--- src/wsvm_pkg.sv ---
// wsvm_pkg: shared types and constants for the wavetable stereo voice mixer
// no dependencies
`default_nettype none
package wsvm_pkg;

  localparam logic [1:0] CMD_TICK = 2'd0;
  localparam logic [1:0] CMD_SET  = 2'd1;
  localparam logic [1:0] CMD_MEM  = 2'd2;
  localparam logic [1:0] CMD_NONE = 2'd3;

  localparam logic [2:0] SEL_BASE  = 3'd0;
  localparam logic [2:0] SEL_LEN   = 3'd1;
  localparam logic [2:0] SEL_LOOP  = 3'd2;
  localparam logic [2:0] SEL_STEP  = 3'd3;
  localparam logic [2:0] SEL_VOL   = 3'd4;
  localparam logic [2:0] SEL_CTRL  = 3'd5;
  localparam logic [2:0] SEL_PHASE = 3'd6;

  localparam logic [1:0] REG_ACTIVE = 2'd0;
  localparam logic [1:0] REG_MASTER = 2'd1;
  localparam logic [1:0] REG_BITS   = 2'd2;
  localparam logic [1:0] REG_FORMAT = 2'd3;

  localparam logic [1:0] FMT_MONO8    = 2'd0;
  localparam logic [1:0] FMT_MONO16   = 2'd1;
  localparam logic [1:0] FMT_STEREO8  = 2'd2;
  localparam logic [1:0] FMT_STEREO16 = 2'd3;

  typedef struct packed {
    logic [1:0]         cmd;
    logic [3:0]         voice;
    logic [2:0]         setting_sel;
    logic [31:0]        setting_value;
    logic [7:0]         balance;
    logic [15:0]        mem_addr;
    logic signed [15:0] mem_data;
  } in_item_t;

  typedef struct packed {
    logic signed [31:0] left_mix;
    logic signed [31:0] right_mix;
    logic [31:0]        frame_word;
  } out_item_t;

  function automatic logic [1:0] atten_shift(input logic [4:0] n);
    if (n <= 5'd4) return 2'd1;
    else if (n <= 5'd8) return 2'd2;
    else return 2'd3;
  endfunction

endpackage
`default_nettype wire

--- src/wsvm_front.sv ---
// wsvm_front: input stage and small item queue between front and back
// depends on wsvm_pkg
`default_nettype none
module wsvm_front (
  input  wire                 clk,
  input  wire                 rst,
  input  wsvm_pkg::in_item_t  in_item,
  input  wire                 in_valid,
  output logic                in_ready,
  output wsvm_pkg::in_item_t  q_item,
  output logic                q_valid,
  input  wire                 q_take
);
  wsvm_pkg::in_item_t buf_q [2];
  logic       wr_ptr, rd_ptr;
  logic [1:0] count;
  logic       push, pop;

  // unused commands are dropped at the front
  assign in_ready = (count != 2'd2);
  assign push = in_valid && in_ready && (in_item.cmd != wsvm_pkg::CMD_NONE);
  assign pop = q_valid && q_take;
  assign q_valid = (count != 2'd0);
  assign q_item = buf_q[rd_ptr];

  always_ff @(posedge clk) begin
    if (push) buf_q[wr_ptr] <= in_item;
    if (rst) begin
      wr_ptr <= 1'b0;
      rd_ptr <= 1'b0;
      count  <= 2'd0;
    end else begin
      if (push) wr_ptr <= ~wr_ptr;
      if (pop) rd_ptr <= ~rd_ptr;
      count <= count + {1'b0, push} - {1'b0, pop};
    end
  end
endmodule
`default_nettype wire

--- config.mk ---
export PLATFORM = sky130hd
export DESIGN_NAME = wsvm_front
export DESIGN_NICKNAME = d
export VERILOG_FILES = /design/src/wsvm_pkg.sv /design/src/wsvm_front.sv
export SDC_FILE = /design/constraint.sdc
export NUM_CORES = 1
export LEC_CHECK = 0
export ABC_AREA = 1
export ABC_CLOCK_PERIOD_IN_PS = 11250
export BUFFER_PORTS_ARGS = -buffer_cell sky130_fd_sc_hd__buf_2
export CORE_ASPECT_RATIO = 1.1
export CORE_MARGIN = 2
export CORE_UTILIZATION = 30
export DETAILED_ROUTE_END_ITERATION = 12
export HOLD_SLACK_MARGIN = 0.02
export PLACE_DENSITY_LB_ADDON = 0.3
export SETUP_SLACK_MARGIN = 0.02
export SLEW_MARGIN = 20
export SYNTH_ARGS = -nofsm -noshare
export SYNTH_HDL_FRONTEND = slang
export SYNTH_SLANG_ARGS = --single-unit
--- constraint.sdc ---
create_clock -name clk -period 11.25 [get_ports clk]
set_clock_uncertainty 0.15 [all_clocks]
set_input_delay 0 -clock clk [delete_from_list [all_inputs] [get_ports clk]]
set_output_delay 0 -clock clk [all_outputs]
set_load 0.01 [all_outputs]
==> flow_metrics.py <==
metrics = {
    "die": {
        "boundaryPins": 168,
        "die_y_um": 158.4,
        "start_util_pct": 30.54,
        "core-area_mm2": 0.02130,
        "fp.dieW_um": 144.4,
        "dieArea_mm2": 0.02288,
        "row_count": 56,
    },
    "synthesis": {
        "synthCells": 291,
        "yosysSeqAreaShare_pct": 76.32,
        "syn_nets": 378,
        "yosys.cell_types.count": 14,
        "synth_area_mm2": 0.006505,
        "ys_seq_elements": 167,
        "syn_area_per_cell_um2": 22.35,
        "yosys_warnings": 0,
    },
    "timing": {
        "finalHoldViolations": 0,
        "setup_viol_count_final": 0,
        "period_share_pct": 24.66,
        "slew-limit-headroom_pct": 35.59,
        "fin_ws_ps": 8475,
        "whs_ps": 150.0,
        "worstMarginPinSlew_ps": 966.1,
        "max_freq_mhz": 360.4,
        "final.setup.tns_ps": 0,
        "rsz0062_at_grt": "no",
        "slew_viol_final": 0,
        "post-route-min-period_ps": 2775,
    },
    "grt": {
        "grt_pass1_wl_um": 18550,
        "gr-total-overflow": 0,
        "grt_pass1_vias": 3670,
        "grtUsageMet3_pct": 3.398,
        "met1_usage_pct": 13.00,
        "busiest_layer": "met2",
        "grt_usage_pct": 10.88,
        "use_met2_pct": 18.73,
        "grt_max_degree": 82,
        "antenna_found_initial": 0,
    },
    "final_layout": {
        "multi_input_area_mm2": 0.001339,
        "drive_above_1_share_pct": 50.00,
        "fill_cells": 1952,
        "nNetsFinal": 642,
        "fin_util_pct": 42.42,
        "most-common-layout-cells": "buf_2 (167), edfxtp_1 (162), dlygate4sd3_1 (84), mux2_4 (80), clkbuf_16 (17)",
        "final_common_cell": "buf_2",
        "diodes": 0,
        "final-seq-area_mm2": 0.004969,
        "area_growth_pct": 38.89,
    },
    "place": {
        "place.gp.congestion": 0.6788,
        "placement.io_buffers": 167,
        "dp.final_hpwl_um": 7677,
        "pre_cts_slack_ps": 8800,
    },
    "drt": {
        "via_count": 3471,
        "wl_per_cell_um": 14.14,
        "avgViaCountPerCell": 4.045,
        "initialDrtViolationCount": 119,
        "firstDrtPassIters": 7,
        "wl_um": 12140,
        "drc": 0,
        "ant_nets": 0,
    },
    "setup_path": {
        "crit_fanout": 50,
        "worst-setup-path-type": "reg -> out",
        "path_cells": "buf_4 -> mux2_2 -> buf_2",
        "arrival_ps": 2620,
        "critPathMaxStageDelay_ps": 810,
        "cpMaxStageDelayCell": "buf_4",
        "crit_path_start_kind": "flip-flop",
        "cp_data_required_time_ps": 11100,
        "end_kind": "primary output",
    },
    "clock_network": {
        "cts_tree": "built",
        "ctsResizeCount": 0,
        "clkTransAtPathRegs_ps": 70,
        "insertion_delay_ps": 420,
        "cts_root_buffer": "clkbuf_16",
        "cts_buffers": 17,
        "ctsHoldBuffers": 84,
        "cts_setup_buffers": 0,
        "h-tree-depth": 4,
        "cts_buffer_depth": 2,
        "clkSinkCount": 167,
    },
    "run": {
        "cap_violations": 0,
    },
    "status": {
        "status": "finished clean",
    },
    "hold_path": {
        "min_path_type": "in -> reg",
    },
    "power_and_ir_drop": {
        "report.power.total_w": 0.001809,
        "p_leak_nw": 3.537,
        "ir_drop_v": 0.0001128,
        "power.density_mw_per_mm2": 200.3,
    },
}
==> area by class of cell <==
class / count / share of cell area [%]
Sequential cell: 167 / 54.99
Timing Repair Buffer: 254 / 19.03
Multi-Input combinational cell: 105 / 14.82
Clock buffer: 19 / 4.792
Tap cell: 290 / 4.016
Clock inverter: 13 / 1.883
Inverter: 10 / 0.4708
==> logic make-up after synthesis <==
| family | after synthesis | synth area share [%] |
|---|---|---|
| flip-flops | 167 | 76.32 |
| multiplexers | 81 | 18.64 |
| AND/OR/NAND/NOR | 20 | 1.250 |
| buffers and inverters | 19 | 3.212 |
| AO/OA/AOI/OAI | 2 | 0.1923 |
| adder cells (fa/ha/maj) | 2 | 0.3846 |
==> Yosys cell counts <==
master	n	area (um^2)
a21oi_1	1	5.000
nor2_1	7	26.28
mux2_4	80	1201
nand4_1	1	6.260
nand3_1	3	15.01
buf_12	8	160.2
nand2_1	9	33.78
mux2_2	1	11.26
dfxtp_1	5	100.1
inv_1	10	37.54
buf_6	1	11.26
o21a_1	1	7.510
ha_1	2	25.02
edfxtp_1	162	4865
==> sequential cells by signal (all words and copies together) (netlist names), named ones only <==
name / flops
wr_ptr: 1
buf_q: 162
count: 2
rd_ptr: 1
==> path summary, 6_finish.rpt <==
| kind | startpoint | to | slack (ps) | cells past startpoint |
|---|---|---|---|---|
| worst min register to register | rd_ptr | flip-flop | 370 | 2 |
| worst max register to register | count[0] | buf_q[0][33] | 8870 | 5 |
| worst max-delay path | flip-flop | q_item[80] | 8480 | 3 |
| worst min-delay path | in_item[60] | buf_q[1][60] | 150 | 2 |
==> critical path: cells and delay by family, from the launching register on <==
kind                   cells  cell delay (ps)
DFF                        1              720
muxes                      1              420
buffers and inverters      2              950
==> per-stage QoR <==
step,std cells,area [um^2]
2_1_floorplan,291,6505
3_3_place_gp,741,7561
3_5_place_dp,742,7589
4_1_cts,858,9032
5_1_grt,858,9035
6_report,858,9035
==> layer usage <==
| layer | vias to the layer above | share of wire [%] | routed length, um |
|---|---|---|---|
| li1 | 1652 | - | - |
| met1 | 1702 | 42 | 5129 |
| met2 | 108 | 52 | 6277 |
| met3 | 9 | 5.3 | 642 |
| met4 | 0 | 0.72 | 87 |
| met5 | - | 0 | 0 |
==> power by group <==
group | total [W] | internal (W) | switching (W) | leakage, nW
clock network | 0.000594 | 0.000353 | 0.000242 | 0.285
registers | 0.000798 | 0.000762 | 0.0000354 | 1.54
logic | 0.000418 | 0.000228 | 0.000190 | 1.71
total | 0.00181 | 0.00134 | 0.000467 | 3.54
No activity file was read; power rests on OpenSTA's default activity.
